==> src/design/alarm_report_frame_builder_top_macros.svh <==
// Assertion macros shared by the frame builder.
`ifndef ALARM_REPORT_FRAME_BUILDER_TOP_MACROS_SVH
`define ALARM_REPORT_FRAME_BUILDER_TOP_MACROS_SVH

`ifndef SYNTHESIS
// Checked while reset is released.
`define ARFB_ASSERT(lbl, clk, rst_n, prop, msg) \
    lbl: assert property (@(posedge clk) disable iff (!(rst_n)) (prop)) else $error(msg);
// Checked at every edge, reset included.
`define ARFB_ASSERT_ALWAYS(lbl, clk, prop, msg) \
    lbl: assert property (@(posedge clk) (prop)) else $error(msg);
`else
`define ARFB_ASSERT(lbl, clk, rst_n, prop, msg)
`define ARFB_ASSERT_ALWAYS(lbl, clk, prop, msg)
`endif

`endif

==> src/design/arfb_pkg.sv <==
`default_nettype none

package arfb_pkg;

    // Input operation codes.
    localparam logic OP_START   = 1'b0;
    localparam logic OP_PAYLOAD = 1'b1;

    // Configuration register indexes.
    localparam logic [1:0] CFG_SRC_ADDR = 2'd0;
    localparam logic [1:0] CFG_MAJOR    = 2'd1;
    localparam logic [1:0] CFG_USER     = 2'd2;
    localparam logic [1:0] CFG_MAX_LEN  = 2'd3;

    localparam logic [47:0] SRC_ADDR_RST = 48'd0;
    localparam logic [7:0]  MAJOR_RST    = 8'h01;
    localparam logic [7:0]  USER_RST     = 8'h10;
    localparam logic [10:0] MAX_LEN_RST  = 11'd1024;

    // Command kinds passed from the front end to the back end.
    localparam logic [1:0] KIND_START   = 2'd0;
    localparam logic [1:0] KIND_PAYLOAD = 2'd1;
    localparam logic [1:0] KIND_REJECT  = 2'd2;

    // Byte positions inside a frame sequence.
    localparam logic [4:0] IDX_FIRST    = 5'd0;
    localparam logic [4:0] IDX_SUM_LO   = 5'd2;
    localparam logic [4:0] IDX_SER_HI   = 5'd3;
    localparam logic [4:0] IDX_MAJOR    = 5'd4;
    localparam logic [4:0] IDX_USER     = 5'd5;
    localparam logic [4:0] IDX_TS_LO    = 5'd6;
    localparam logic [4:0] IDX_TS_HI    = 5'd11;
    localparam logic [4:0] IDX_SRC_LO   = 5'd12;
    localparam logic [4:0] IDX_SRC_HI   = 5'd17;
    localparam logic [4:0] IDX_DST_LO   = 5'd18;
    localparam logic [4:0] IDX_DST_HI   = 5'd23;
    localparam logic [4:0] IDX_LEN_LO   = 5'd24;
    localparam logic [4:0] IDX_LEN_HI   = 5'd25;
    localparam logic [4:0] IDX_BODY     = 5'd26;
    localparam logic [4:0] IDX_CHECKSUM = 5'd27;
    localparam logic [4:0] IDX_TRAIL_A  = 5'd28;
    localparam logic [4:0] IDX_TRAIL_B  = 5'd29;

    localparam logic [7:0] START_BYTE = 8'h40;
    localparam logic [7:0] TRAIL_BYTE = 8'h23;

    localparam int QUEUE_DEPTH = 4;

    typedef struct packed {
        logic        opcode;
        logic        use_counter;
        logic [15:0] serial_in;
        logic [7:0]  command_byte;
        logic [47:0] time_stamp;
        logic [9:0]  payload_length;
        logic [7:0]  payload_byte;
    } t_in_item;

    typedef struct packed {
        logic [7:0]  frame_byte;
        logic        frame_end;
        logic        rejected;
        logic [15:0] serial_used;
    } t_out_item;

    typedef struct packed {
        logic [47:0] src_addr;
        logic [7:0]  major_version;
        logic [7:0]  user_version;
    } t_cfg;

    typedef struct packed {
        logic [1:0]  kind;
        logic        trail;
        logic [15:0] serial;
        logic [7:0]  command_byte;
        logic [47:0] time_stamp;
        logic [9:0]  payload_length;
        logic [7:0]  payload_byte;
    } t_cmd;

endpackage

`default_nettype wire

==> src/design/arfb_front.sv <==
`default_nettype none

// Tracks the open frame, picks serial numbers and turns each item into a command, but drops payload outside a frame.
module arfb_front #(
    parameter int MAX_PAYLOAD = 1024
) (
    input  wire logic             i_clk,
    input  wire logic             i_rst_n,
    input  wire logic             i_accept,
    input  wire arfb_pkg::t_in_item i_item,
    input  wire logic [10:0]      i_max_len,
    output arfb_pkg::t_cmd        o_cmd,
    output logic                  o_cmd_push
);

    logic        r_open, n_open;
    logic [9:0]  r_left, n_left;
    logic [15:0] r_counter, n_counter;
    logic [15:0] r_serial, n_serial;
    logic [15:0] cnt_inc;
    logic        too_long;

    always_comb begin
        cnt_inc  = r_counter + 16'd1;
        too_long = ({1'b0, i_item.payload_length} >= i_max_len)
                || (32'(i_item.payload_length) >= MAX_PAYLOAD);

        n_open     = r_open;
        n_left     = r_left;
        n_counter  = r_counter;
        n_serial   = r_serial;
        o_cmd_push = 1'b0;
        o_cmd      = '0;
        o_cmd.command_byte   = i_item.command_byte;
        o_cmd.time_stamp     = i_item.time_stamp;
        o_cmd.payload_length = i_item.payload_length;
        o_cmd.payload_byte   = i_item.payload_byte;

        if (i_accept) begin
            if (i_item.opcode == arfb_pkg::OP_PAYLOAD) begin
                if (r_open) begin
                    o_cmd_push  = 1'b1;
                    o_cmd.kind  = arfb_pkg::KIND_PAYLOAD;
                    o_cmd.trail = (r_left == 10'd1);
                    o_cmd.serial = r_serial;
                    n_left = r_left - 10'd1;
                    if (r_left == 10'd1) begin
                        n_open = 1'b0;
                    end
                end
            end else begin
                if (i_item.use_counter) begin
                    n_counter = (cnt_inc == 16'd0) ? 16'd1 : cnt_inc;
                    n_serial  = n_counter;
                end else begin
                    n_serial = i_item.serial_in;
                end
                o_cmd_push   = 1'b1;
                o_cmd.serial = n_serial;
                if (too_long) begin
                    o_cmd.kind = arfb_pkg::KIND_REJECT;
                    n_open = 1'b0;
                    n_left = '0;
                end else begin
                    o_cmd.kind  = arfb_pkg::KIND_START;
                    o_cmd.trail = (i_item.payload_length == 10'd0);
                    n_open = (i_item.payload_length != 10'd0);
                    n_left = i_item.payload_length;
                end
            end
        end
    end

    always_ff @(posedge i_clk) begin
        if (!i_rst_n) begin
            r_open    <= 1'b0;
            r_left    <= '0;
            r_counter <= '0;
            r_serial  <= '0;
        end else begin
            r_open    <= n_open;
            r_left    <= n_left;
            r_counter <= n_counter;
            r_serial  <= n_serial;
        end
    end

endmodule

`default_nettype wire

==> src/design/arfb_queue.sv <==
`default_nettype none

// Small command queue between the front end and the back end.
module arfb_queue (
    input  wire logic           i_clk,
    input  wire logic           i_rst_n,
    input  wire logic           i_push,
    input  wire arfb_pkg::t_cmd i_data,
    output logic                o_full,
    input  wire logic           i_pop,
    output arfb_pkg::t_cmd      o_data,
    output logic                o_empty
);

    localparam int PTR_W = $clog2(arfb_pkg::QUEUE_DEPTH);
    localparam int CNT_W = $clog2(arfb_pkg::QUEUE_DEPTH + 1);

    arfb_pkg::t_cmd   r_mem [arfb_pkg::QUEUE_DEPTH];
    logic [PTR_W-1:0] r_wr, r_rd;
    logic [CNT_W-1:0] r_count;
    logic             do_push, do_pop;

    assign o_full  = (r_count == CNT_W'(arfb_pkg::QUEUE_DEPTH));
    assign o_empty = (r_count == '0);
    assign o_data  = r_mem[r_rd];
    assign do_push = i_push && !o_full;
    assign do_pop  = i_pop && !o_empty;

    always_ff @(posedge i_clk) begin
        if (do_push) begin
            r_mem[r_wr] <= i_data;
        end
    end

    always_ff @(posedge i_clk) begin
        if (!i_rst_n) begin
            r_wr    <= '0;
            r_rd    <= '0;
            r_count <= '0;
        end else begin
            if (do_push) begin
                r_wr <= r_wr + PTR_W'(1);
            end
            if (do_pop) begin
                r_rd <= r_rd + PTR_W'(1);
            end
            if (do_push && !do_pop) begin
                r_count <= r_count + CNT_W'(1);
            end else if (do_pop && !do_push) begin
                r_count <= r_count - CNT_W'(1);
            end
        end
    end

endmodule

`default_nettype wire

==> src/design/arfb_back.sv <==
`default_nettype none

// Expands the command at the queue head into frame bytes, one per cycle while the output register is free.
module arfb_back (
    input  wire logic           i_clk,
    input  wire logic           i_rst_n,
    input  wire arfb_pkg::t_cmd i_cmd,
    input  wire logic           i_cmd_valid,
    output logic                o_cmd_pop,
    input  wire arfb_pkg::t_cfg i_cfg,
    output arfb_pkg::t_out_item o_item,
    output logic                o_empty,
    input  wire logic           i_pop
);

    logic                r_mid;
    logic [4:0]          r_idx;
    logic [7:0]          r_sum;
    logic                r_valid;
    arfb_pkg::t_out_item r_out;

    logic       step, last, summed, is_rej;
    logic [4:0] idx;
    logic [4:0] ts_off, src_off;
    logic [7:0] cur_byte;

    always_comb begin
        is_rej = (i_cmd.kind == arfb_pkg::KIND_REJECT);
        if (r_mid) begin
            idx = r_idx;
        end else if (i_cmd.kind == arfb_pkg::KIND_START) begin
            idx = arfb_pkg::IDX_FIRST;
        end else begin
            idx = arfb_pkg::IDX_BODY;
        end
        ts_off  = idx - arfb_pkg::IDX_TS_LO;
        src_off = idx - arfb_pkg::IDX_SRC_LO;

        case (idx) inside
            arfb_pkg::IDX_SUM_LO:   cur_byte = i_cmd.serial[7:0];
            arfb_pkg::IDX_SER_HI:   cur_byte = i_cmd.serial[15:8];
            arfb_pkg::IDX_MAJOR:    cur_byte = i_cfg.major_version;
            arfb_pkg::IDX_USER:     cur_byte = i_cfg.user_version;
            [arfb_pkg::IDX_TS_LO:arfb_pkg::IDX_TS_HI]:
                cur_byte = i_cmd.time_stamp[{ts_off[2:0], 3'b000} +: 8];
            [arfb_pkg::IDX_SRC_LO:arfb_pkg::IDX_SRC_HI]:
                cur_byte = i_cfg.src_addr[{src_off[2:0], 3'b000} +: 8];
            [arfb_pkg::IDX_DST_LO:arfb_pkg::IDX_DST_HI]:
                cur_byte = 8'h00;
            arfb_pkg::IDX_LEN_LO:   cur_byte = i_cmd.payload_length[7:0];
            arfb_pkg::IDX_LEN_HI:   cur_byte = {6'd0, i_cmd.payload_length[9:8]};
            arfb_pkg::IDX_BODY: begin
                if (i_cmd.kind == arfb_pkg::KIND_START) begin
                    cur_byte = i_cmd.command_byte;
                end else begin
                    cur_byte = i_cmd.payload_byte;
                end
            end
            arfb_pkg::IDX_CHECKSUM: cur_byte = r_sum;
            arfb_pkg::IDX_TRAIL_A,
            arfb_pkg::IDX_TRAIL_B:  cur_byte = arfb_pkg::TRAIL_BYTE;
            default:                cur_byte = arfb_pkg::START_BYTE;
        endcase
        if (is_rej) begin
            cur_byte = 8'h00;
        end

        summed = !is_rej && (idx >= arfb_pkg::IDX_SUM_LO) && (idx <= arfb_pkg::IDX_BODY);
        last   = is_rej || (idx == arfb_pkg::IDX_TRAIL_B)
              || ((idx == arfb_pkg::IDX_BODY) && !i_cmd.trail);
        step   = i_cmd_valid && (!r_valid || i_pop);
    end

    assign o_cmd_pop = step && last;
    assign o_item    = r_out;
    assign o_empty   = !r_valid;

    always_ff @(posedge i_clk) begin
        if (step) begin
            r_out.frame_byte  <= cur_byte;
            r_out.frame_end   <= is_rej || (idx == arfb_pkg::IDX_TRAIL_B);
            r_out.rejected    <= is_rej;
            r_out.serial_used <= i_cmd.serial;
        end
    end

    always_ff @(posedge i_clk) begin
        if (!i_rst_n) begin
            r_valid <= 1'b0;
            r_mid   <= 1'b0;
            r_idx   <= '0;
            r_sum   <= '0;
        end else begin
            if (step) begin
                r_valid <= 1'b1;
                r_mid   <= !last;
                r_idx   <= idx + 5'd1;
                if (!is_rej && (i_cmd.kind == arfb_pkg::KIND_START)
                        && (idx == arfb_pkg::IDX_FIRST)) begin
                    r_sum <= 8'h00;
                end else if (summed) begin
                    r_sum <= r_sum + cur_byte;
                end
            end else if (i_pop) begin
                r_valid <= 1'b0;
            end
        end
    end

endmodule

`default_nettype wire

==> src/design/alarm_report_frame_builder_top.sv <==
// Alarm report frame builder: turns start and payload items into a byte stream.
// Input channel: drive i_in_item and raise push; the item is taken at an edge where
// push is high and full is low. A start item (opcode 0) carries the serial choice,
// command, six-byte time stamp and payload length; each payload item carries one byte.
// Result channel: while empty is low, o_out_item holds the oldest frame byte; it is
// taken at an edge where pop is high. A start emits 27 header bytes (30 when the
// length is zero), each payload byte emits one byte, and the last one adds the
// checksum and two trailer bytes. An over-long start emits one rejected item.
// The command of an accepted item enters the queue at the accepting edge and its first
// result is then registered, when the back end is idle and the output register is free.
// Throughput: while pop is high, the back end sends one byte per cycle, so payload items
// are accepted one per cycle; during a header burst the four-entry command queue fills
// and full rises until the header drains.
// When the receiver stalls, the output register holds its item and the queue absorbs
// up to four further commands before full is raised.
// Reset (synchronous, active low) empties the queue and output, closes any frame,
// clears the frame counter and loads the configuration registers with their defaults.
// The user writes configuration (i_cfg_we, i_cfg_idx, i_cfg_data) only while idle; the block does not enforce it.
`default_nettype none
`include "alarm_report_frame_builder_top_macros.svh"

module alarm_report_frame_builder_top #(
    parameter int MAX_PAYLOAD = 1024
) (
    input  wire logic               i_clk,
    input  wire logic               i_rst_n,
    input  wire logic               push,
    output logic                    full,
    input  wire arfb_pkg::t_in_item i_in_item,
    output logic                    empty,
    input  wire logic               pop,
    output arfb_pkg::t_out_item     o_out_item,
    input  wire logic               i_cfg_we,
    input  wire logic [1:0]         i_cfg_idx,
    input  wire logic [47:0]        i_cfg_data
);

    arfb_pkg::t_cfg r_cfg;
    logic [10:0]    r_max_len;

    arfb_pkg::t_cmd front_cmd, head_cmd;
    logic           front_push, q_empty, q_pop;

    // Configuration registers; the user must write them only while the block is idle, which the block does not enforce.
    always_ff @(posedge i_clk) begin
        if (!i_rst_n) begin
            r_cfg.src_addr      <= arfb_pkg::SRC_ADDR_RST;
            r_cfg.major_version <= arfb_pkg::MAJOR_RST;
            r_cfg.user_version  <= arfb_pkg::USER_RST;
            r_max_len           <= arfb_pkg::MAX_LEN_RST;
        end else if (i_cfg_we) begin
            case (i_cfg_idx)
                arfb_pkg::CFG_SRC_ADDR: r_cfg.src_addr      <= i_cfg_data;
                arfb_pkg::CFG_MAJOR:    r_cfg.major_version <= i_cfg_data[7:0];
                arfb_pkg::CFG_USER:     r_cfg.user_version  <= i_cfg_data[7:0];
                arfb_pkg::CFG_MAX_LEN:  r_max_len           <= i_cfg_data[10:0];
                default: ;
            endcase
        end
    end

    // Front end: frame bookkeeping and classification of each accepted item.
    arfb_front #(
        .MAX_PAYLOAD (MAX_PAYLOAD)
    ) u_front (
        .i_clk      (i_clk),
        .i_rst_n    (i_rst_n),
        .i_accept   (push && !full),
        .i_item     (i_in_item),
        .i_max_len  (r_max_len),
        .o_cmd      (front_cmd),
        .o_cmd_push (front_push)
    );

    // Command queue decouples item intake from byte generation.
    arfb_queue u_queue (
        .i_clk   (i_clk),
        .i_rst_n (i_rst_n),
        .i_push  (front_push),
        .i_data  (front_cmd),
        .o_full  (full),
        .i_pop   (q_pop),
        .o_data  (head_cmd),
        .o_empty (q_empty)
    );

    // Back end: byte sequencer, checksum and output register.
    arfb_back u_back (
        .i_clk       (i_clk),
        .i_rst_n     (i_rst_n),
        .i_cmd       (head_cmd),
        .i_cmd_valid (!q_empty),
        .o_cmd_pop   (q_pop),
        .i_cfg       (r_cfg),
        .o_item      (o_out_item),
        .o_empty     (empty),
        .i_pop       (pop)
    );

    // The front end only issues commands for items it actually accepted.
    `ARFB_ASSERT(a_push_room, i_clk, i_rst_n, front_push |-> !full, "command pushed into full queue")
    // The back end retires a command only when one is waiting.
    `ARFB_ASSERT(a_pop_valid, i_clk, i_rst_n, q_pop |-> !q_empty, "command retired from empty queue")
    // A rejection is always a single, final result.
    `ARFB_ASSERT(a_rej_end, i_clk, i_rst_n, (!empty && o_out_item.rejected) |-> o_out_item.frame_end, "rejected result without frame end")
    // Nothing is offered right after reset.
    `ARFB_ASSERT_ALWAYS(a_rst_empty, i_clk, $past(!i_rst_n) |-> empty, "result visible after reset")

endmodule

`default_nettype wire

==> config.mk <==
export PLATFORM = sky130hd
export DESIGN_NAME = alarm_report_frame_builder_top
export DESIGN_NICKNAME = d
export VERILOG_FILES = /design/src/design/arfb_pkg.sv /design/src/design/arfb_front.sv /design/src/design/arfb_queue.sv /design/src/design/arfb_back.sv /design/src/design/alarm_report_frame_builder_top.sv
export VERILOG_INCLUDE_DIRS = /design/src /design/src/design
export SDC_FILE = /design/constraint.sdc
export NUM_CORES = 1
export LEC_CHECK = 0
export ABC_AREA = 1
export BUFFER_PORTS_ARGS = -buffer_cell sky130_fd_sc_hd__buf_2
export CAP_MARGIN = 20
export CORE_ASPECT_RATIO = 1.1
export CORE_UTILIZATION = 40
export CTS_BUF_LIST = sky130_fd_sc_hd__clkbuf_4 sky130_fd_sc_hd__clkbuf_8 sky130_fd_sc_hd__clkbuf_16
export DETAILED_ROUTE_END_ITERATION = 7
export GPL_ROUTABILITY_DRIVEN = 0
export PLACE_DENSITY = 0.61
export SYNTH_ARGS = -nofsm -noshare
export SYNTH_HDL_FRONTEND = slang
export SYNTH_SLANG_ARGS = --single-unit
export TNS_END_PERCENT = 1
==> constraint.sdc <==
create_clock -name i_clk -period 7.8 [get_ports i_clk]
set_clock_uncertainty 0.1 [all_clocks]
set_input_delay 1.95 -clock i_clk [delete_from_list [all_inputs] [get_ports i_clk]]
set_output_delay 1.95 -clock i_clk [all_outputs]
set_load 0.005 [all_outputs]
==> results of run 1 <==
## power breakdown
group          total, W  switching (W)  internal (W)
clock network   0.00281        0.00114       0.00167
registers       0.00364       0.000166       0.00347
logic           0.00274        0.00193      0.000815
total           0.00919        0.00323       0.00596
## worst max path at each step
stage	from	to	slack, ns	cells after the start
after floorplan	push	u_queue.r_mem[0][0]	0.53	9
after global placement	push	u_queue.r_mem[1][31]	2.39	10
after detailed placement	flip-flop	u_back.r_sum[6]	2.31	27
after CTS	flip-flop	u_back.r_sum[6]	2.34	27
after global routing	flip-flop	u_back.r_sum[7]	1.86	30
final	flip-flop	u_back.r_sum[6]	2.35	27
## flip-flops by register name (all words and copies together) (netlist names), named ones only
signal,count
u_back.r_sum,8
r_max_len,11
u_queue.r_wr,2
u_back.r_valid,1
u_back.r_idx,5
u_back.o_item,26
u_queue.r_rd,2
u_back.r_mid,1
u_queue.r_count,3
u_front.r_serial,16
u_front.r_left,10
u_queue.r_mem,372
u_front.r_open,1
u_front.r_counter,16
r_cfg,64
## worst max-delay path: cells and delay by family, from the launching register on
kind / cells / cell delay, ns
compound gates: 8 / 0.92
xor+xnor: 1 / 0.15
fa+ha+maj: 2 / 0.65
buf+inv: 1 / 0.44
flops: 1 / 0.68
simple gates: 15 / 2.27
## kinds of logic (layout without fill, tap and decap cells)
group	Yosys count	in the layout	share of synthesized area [%]
compound gates	531	531	13.7
xor+xnor	17	17	0.657
fa+ha+maj	27	27	1.56
buf+inv	233	423	4.23
flops	540	540	65.2
other cells	0	2	0
simple gates	796	796	14.6
## per-layer routing
metal	GRT usage, %	vias to the layer above
li1	-	7886
met1	27.7	8112
met2	37.0	562
met3	3.11	122
met4	8.95	0
met5	0	-
## area by class of cell
class | count | area, sq um
fill | 5211 | 29800
sequential | 540 | 14800
multi-input combinational | 1371 | 6970
clock buffer | 81 | 1680
timing repair buffer | 195 | 1090
tap | 744 | 931
inverter | 122 | 467
clock inverter | 25 | 292
antenna | 2 | 5.00
## cell usage in the layout (no fill, tap or decap), types with 6 or more instances in the layout
cell type,netlist,final
clkinv_1,2,6
nand3_2,6,6
ha_1,25,25
nand3_1,97,97
nor2_1,259,255
clkbuf_16,0,58
inv_2,10,10
inv_1,106,106
o21ai_0,195,195
a31oi_1,9,9
buf_4,5,17
nor2_2,7,7
a32oi_1,11,11
nand2_1,386,386
a22oi_1,24,24
edfxtp_1,398,398
dfxtp_1,142,140
clkbuf_8,0,9
xor2_1,12,12
a32o_1,20,20
buf_2,40,174
nand2_2,9,9
clkbuf_4,0,14
o22ai_1,32,32
o31ai_1,6,6
o221ai_1,23,23
nor3_1,9,8
a21oi_1,179,178
## metrics by stage
stage                     hold slack [ns]  instances
after global routing                0.389       3078
after detailed placement            0.352       2971
after CTS                           0.361       3077
after floorplan                     0.329       2144
after global placement              0.346       2971
final                               0.359       3080
==> impl_metrics.py, run 1 <==
metrics = {
    "run_status": {
        "status": "complete, no violations",
    },
    "floorplan": {
        "dieArea_sq_um": 57700,
        "rows": 91,
        "fp.dieW_um": 229,
        "core_area_sq_um": 56000,
        "die_h_um": 252,
        "ios": 175,
        "start_util_pct": 40.5,
    },
    "logic_synthesis": {
        "syn_area_per_cell_sq_um": 10.6,
        "synth_edf_count": 398,
        "ys_warn_count": 0,
        "synth.most_common_cell": "edfxtp_1",
        "synth_ff_type": "edfxtp_1",
        "syn-cell-area_sq_um": 22700,
        "ys_ff_latch": 540,
        "syn_nets": 2318,
        "yosysTopAreaCell": "edfxtp_1",
        "ys_types": 57,
        "syn_inst": 2144,
        "yosys-top-cells-count": "edfxtp_1 (398), nand2_1 (386), nor2_1 (259)",
        "synth_top_area_share_pct": 52.7,
        "synth_seq_area_share_pct": 65.2,
        "async_flop_share_pct": 0,
        "synthTopCellsByArea": "edfxtp_1 (53%), dfxtp_1 (13%), nand2_1 (6.4%)",
    },
    "clock_tree": {
        "clkTransAtPathRegs_ns": 0.07,
        "cts_hold_buf": 0,
        "cts_setup_buffers": 0,
        "ctsLongestPathBuffers": 3,
        "cts_repair_resize_count": 0,
        "clkLatencyLatePin_ns": 0.62,
        "cts_tree": "done",
        "h-tree-depth": 2,
        "cts_root_buffer": "clkbuf_16",
        "cts_num_sinks": 540,
        "cts-buffers-inserted": 56,
    },
    "global_route": {
        "grt_overflow": 0,
        "grt_max_degree": 96,
        "antenna_found_initial": 1,
        "grt.total_usage_pct": 21.7,
        "grt_pass1_vias": 16100,
        "grt_pass1_wl_mm": 95.6,
    },
    "pwr": {
        "power_w": 0.00919,
        "vdd_drop_max_mv": 0.184,
        "pwr_density_cell_nw_per_um2": 350,
        "p_leak_nw": 9.97,
    },
    "timing": {
        "setup_viol": 0,
        "tns_ns": 0,
        "hold_viol": 0,
        "finalCriticalPeriod_ns": 5.45,
        "fin_crit_sh_pct": 69.8,
        "drv_slew": 0,
        "max_freq_mhz": 184,
        "relSlewSlack_pct": 28.6,
        "max_slew.worst_pin.slew_ns": 1.06,
        "rsz0062_at_grt": "no",
        "setup_ws_ns": 2.35,
    },
    "detailed_routing": {
        "met2RoutedLength_mm": 31.4,
        "wl_met1_mm": 25.9,
        "drcViolationCount": 0,
        "wl_met3_mm": 3.45,
        "wl_per_cell_um": 20.5,
        "top_layer": "met4",
        "wl_mm": 63.2,
        "viasPerCell": 5.42,
        "drtIter0Drc": 1561,
        "first_pass_iters": 5,
        "final_antenna_net_count": 0,
        "route.vias.total": 16700,
    },
    "setup_path": {
        "path_class": "reg -> reg",
        "rr_endpoint": "u_back.r_sum[6]",
        "arrival_ns": 5.86,
        "cp-end-kind": "flip-flop",
        "path_max_fanout": 95,
        "required_ns": 8.22,
        "crit_path_max_incr_delay_ns": 0.68,
        "cp-start-kind": "flip-flop",
        "reg2reg_depth": 27,
        "reg2reg_slack_ns": 2.35,
        "crit_slowest_cell": "dfxtp_4",
        "timing.critical_path.mode_cell": "nand2_1",
    },
    "placed_design": {
        "dp_slack_ns": 2.31,
        "post_dp_cell_area_sq_um": 24200,
        "dpl.hpwl_mm": 41.7,
        "portBuffers": 174,
    },
    "cells_and_area": {
        "area_growth_syn_to_layout_pct": 15.7,
        "finish.net_count": 2460,
        "drive_above_1_share_pct": 15.3,
        "stdcell_area_sq_um": 26200,
        "final_util_pct": 46.8,
    },
    "hold_path": {
        "hold_class": "reg -> reg",
        "worstHoldEndpoint": "r_cfg[15]",
        "min_from": "r_cfg[15]",
        "min_path_cells": 2,
    },
    "flow_run": {
        "drv_cap": 0,
    },
}
Power figures use the tool's default switching activity.
==> inputs of run 2 (changes only) <==
--- a/config.mk
+++ b/config.mk
@@ -14,7 +14,7 @@
 export CTS_BUF_LIST = sky130_fd_sc_hd__clkbuf_4 sky130_fd_sc_hd__clkbuf_8 sky130_fd_sc_hd__clkbuf_16
 export DETAILED_ROUTE_END_ITERATION = 7
 export GPL_ROUTABILITY_DRIVEN = 0
-export PLACE_DENSITY = 0.61
+export PLACE_DENSITY = 0.63
 export SYNTH_ARGS = -nofsm -noshare
 export SYNTH_HDL_FRONTEND = slang
 export SYNTH_SLANG_ARGS = --single-unit
==> constraint.sdc (replaced) <==
create_clock -name i_clk -period 4.85 [get_ports i_clk]
set_clock_uncertainty 0.1 [all_clocks]
set_input_delay 1.2125 -clock i_clk [delete_from_list [all_inputs] [get_ports i_clk]]
set_output_delay 1.2125 -clock i_clk [all_outputs]
set_load 0.005 [all_outputs]
==> run 2 against run 1 <==
Non-clock buffer count rose by 26. Setup slack got worse by 1.8 ns. Cell count rose by 0.78%. Sequential power rose by 60%. Cell area rose by 0.66%. Combinational power rose by 73%. Critical endpoint is now u_back.r_sum[7].
==> impl_metrics.py, run 2 (synthesis gave the netlist of run 1 again) <==
metrics = {
    "clock_tree": {
        "clkLatencyLatePin_ns": 0.61,
        "cts_repair_resize_count": 0,
        "cts-buffers-inserted": 55,
        "h-tree-depth": 2,
        "cts_num_sinks": 540,
        "cts_tree": "done",
        "cts_root_buffer": "clkbuf_16",
        "ctsLongestPathBuffers": 3,
        "clkTransAtPathRegs_ns": 0.06,
        "cts_hold_buf": 0,
        "cts_setup_buffers": 0,
    },
    "floorplan": {
        "core_area_sq_um": 56000,
        "ios": 175,
        "rows": 91,
        "die_h_um": 252,
        "dieArea_sq_um": 57700,
        "start_util_pct": 40.5,
        "fp.dieW_um": 229,
    },
    "pwr": {
        "vdd_drop_max_mv": 0.409,
        "power_w": 0.0148,
        "pwr_density_cell_nw_per_um2": 560,
        "p_leak_nw": 10.1,
    },
    "detailed_routing": {
        "drcViolationCount": 0,
        "route.vias.total": 16900,
        "viasPerCell": 5.44,
        "drtIter0Drc": 1408,
        "final_antenna_net_count": 0,
        "wl_per_cell_um": 20.7,
        "wl_mm": 64.2,
        "first_pass_iters": 5,
    },
    "setup_path": {
        "cp-end-kind": "flip-flop",
        "arrival_ns": 4.66,
        "crit_chain": "inv_4, buf_12, nand2_1, a22oi_1, nor2_1, o311ai_0, a22oi_1, nand3_1, nand2_1, a21oi_1, ha_1, a21oi_1, o21bai_1, a21oi_1, o21ai_0, nand2_1, inv_1, nor2_1, inv_1, a21oi_1, inv_1, nand3_1, nand3_1, a21oi_2",
        "cp.depth": 24,
        "reg2reg_depth": 24,
        "path_delay_family": "compound AO/OA/AOI/OAI gates",
        "cp_num_buf_inv": 5,
        "crit_slowest_cell": "o311ai_0",
        "timing.critical_path.mode_cell": "a21oi_1",
        "required_ns": 5.23,
        "cp-start-kind": "flip-flop",
        "path_max_fanout": 172,
        "path_class": "reg -> reg",
        "crit_path_max_incr_delay_ns": 0.55,
    },
    "placed_design": {
        "dpl.hpwl_mm": 42.7,
        "dp_slack_ns": 0.601,
        "portBuffers": 174,
        "dp.cells": 2997,
    },
    "global_route": {
        "grt_pass1_wl_mm": 96.3,
        "grt.total_usage_pct": 21.8,
        "antenna_found_initial": 6,
        "grt_overflow": 0,
        "grt_pass1_vias": 16600,
        "grt_max_degree": 173,
    },
    "run_status": {
        "status": "complete, no violations",
    },
    "timing": {
        "finalCriticalPeriod_ns": 4.28,
        "max_freq_mhz": 234,
        "max_slew.worst_pin.slew_ns": 0.928,
        "whs_ns": 0.360,
        "setup_ws_ns": 0.570,
        "drv_slew": 0,
        "rsz0062_at_grt": "no",
        "relSlewSlack_pct": 38.2,
        "setup_viol": 0,
        "tns_ns": 0,
        "fin_crit_sh_pct": 88.2,
        "hold_viol": 0,
    },
    "cells_and_area": {
        "finish.net_count": 2485,
        "drive_above_1_share_pct": 15.7,
        "largest_reg_flops": 372,
        "mostFrequentLayoutCell": "edfxtp_1",
        "area_growth_syn_to_layout_pct": 16.4,
        "stdcell_count": 3104,
        "largest-register": "u_queue.r_mem",
        "final_cell_mix": "edfxtp_1 (398), nand2_1 (386), nor2_1 (255)",
    },
    "hold_path": {
        "hold_class": "reg -> reg",
        "min_path_cells": 2,
    },
    "flow_run": {
        "drv_cap": 0,
    },
}
run 2: changes by cell type in the layout (fill, tap and decap cells not counted), moves of 2 or more:
cell	delta
clkinvlp_4	+2
clkbuf_8	-9
buf_4	+15
buf_12	+11
clkinv_2	+5
clkinv_1	+10
clkbuf_4	-6
inv_6	-2
run 2: power by group:
part	switching, W	internal [W]
clock network	0.00180	0.00241
logic	0.00324	0.00151
registers	0.000243	0.00558
run 2: cell type report:
cell class / instances / area, sq um
inverter: 122 / 467
clock buffer: 65 / 1490
timing repair buffer: 221 / 1420
sequential: 540 / 14800
fill: 5116 / 29600
multi-input combinational: 1371 / 6970
antenna: 3 / 7.51
clock inverter: 38 / 324
tap: 744 / 931
run 2: through the flow:
step	instance area, sq um	util [%]
after global routing	26400	47.1
final	26400	47.1
after floorplan	22700	-
after global placement	24600	43.8
after detailed placement	24600	43.8
after CTS	26400	47.1
run 2: path summary, 6_finish.rpt:
kind,startpoint,endpoint,slack (ns)
setup / recovery,flip-flop,u_back.r_sum[7],0.57
hold / removal,u_queue.r_rd[1],flip-flop,0.36
setup reg to reg,flip-flop,u_back.r_sum[7],0.57
hold reg to reg,u_queue.r_rd[1],flip-flop,0.36
run 2: layer usage:
metal | routed length, um | global-route usage (%)
met5 | 54 | 0
met4 | 2500 | 9.31
met3 | 4270 | 3.85
met2 | 32400 | 38.4
met1 | 25000 | 26.2
run 2: worst register-to-register path, delay by kind of cell (launching register included):
kind	cells	cell delay, ns
AO/OA/AOI/OAI	10	1.83
adder cells (fa/ha/maj)	1	0.22
buffers and inverters	5	0.81
flip-flops	1	0.38
AND/OR/NAND/NOR	8	0.82
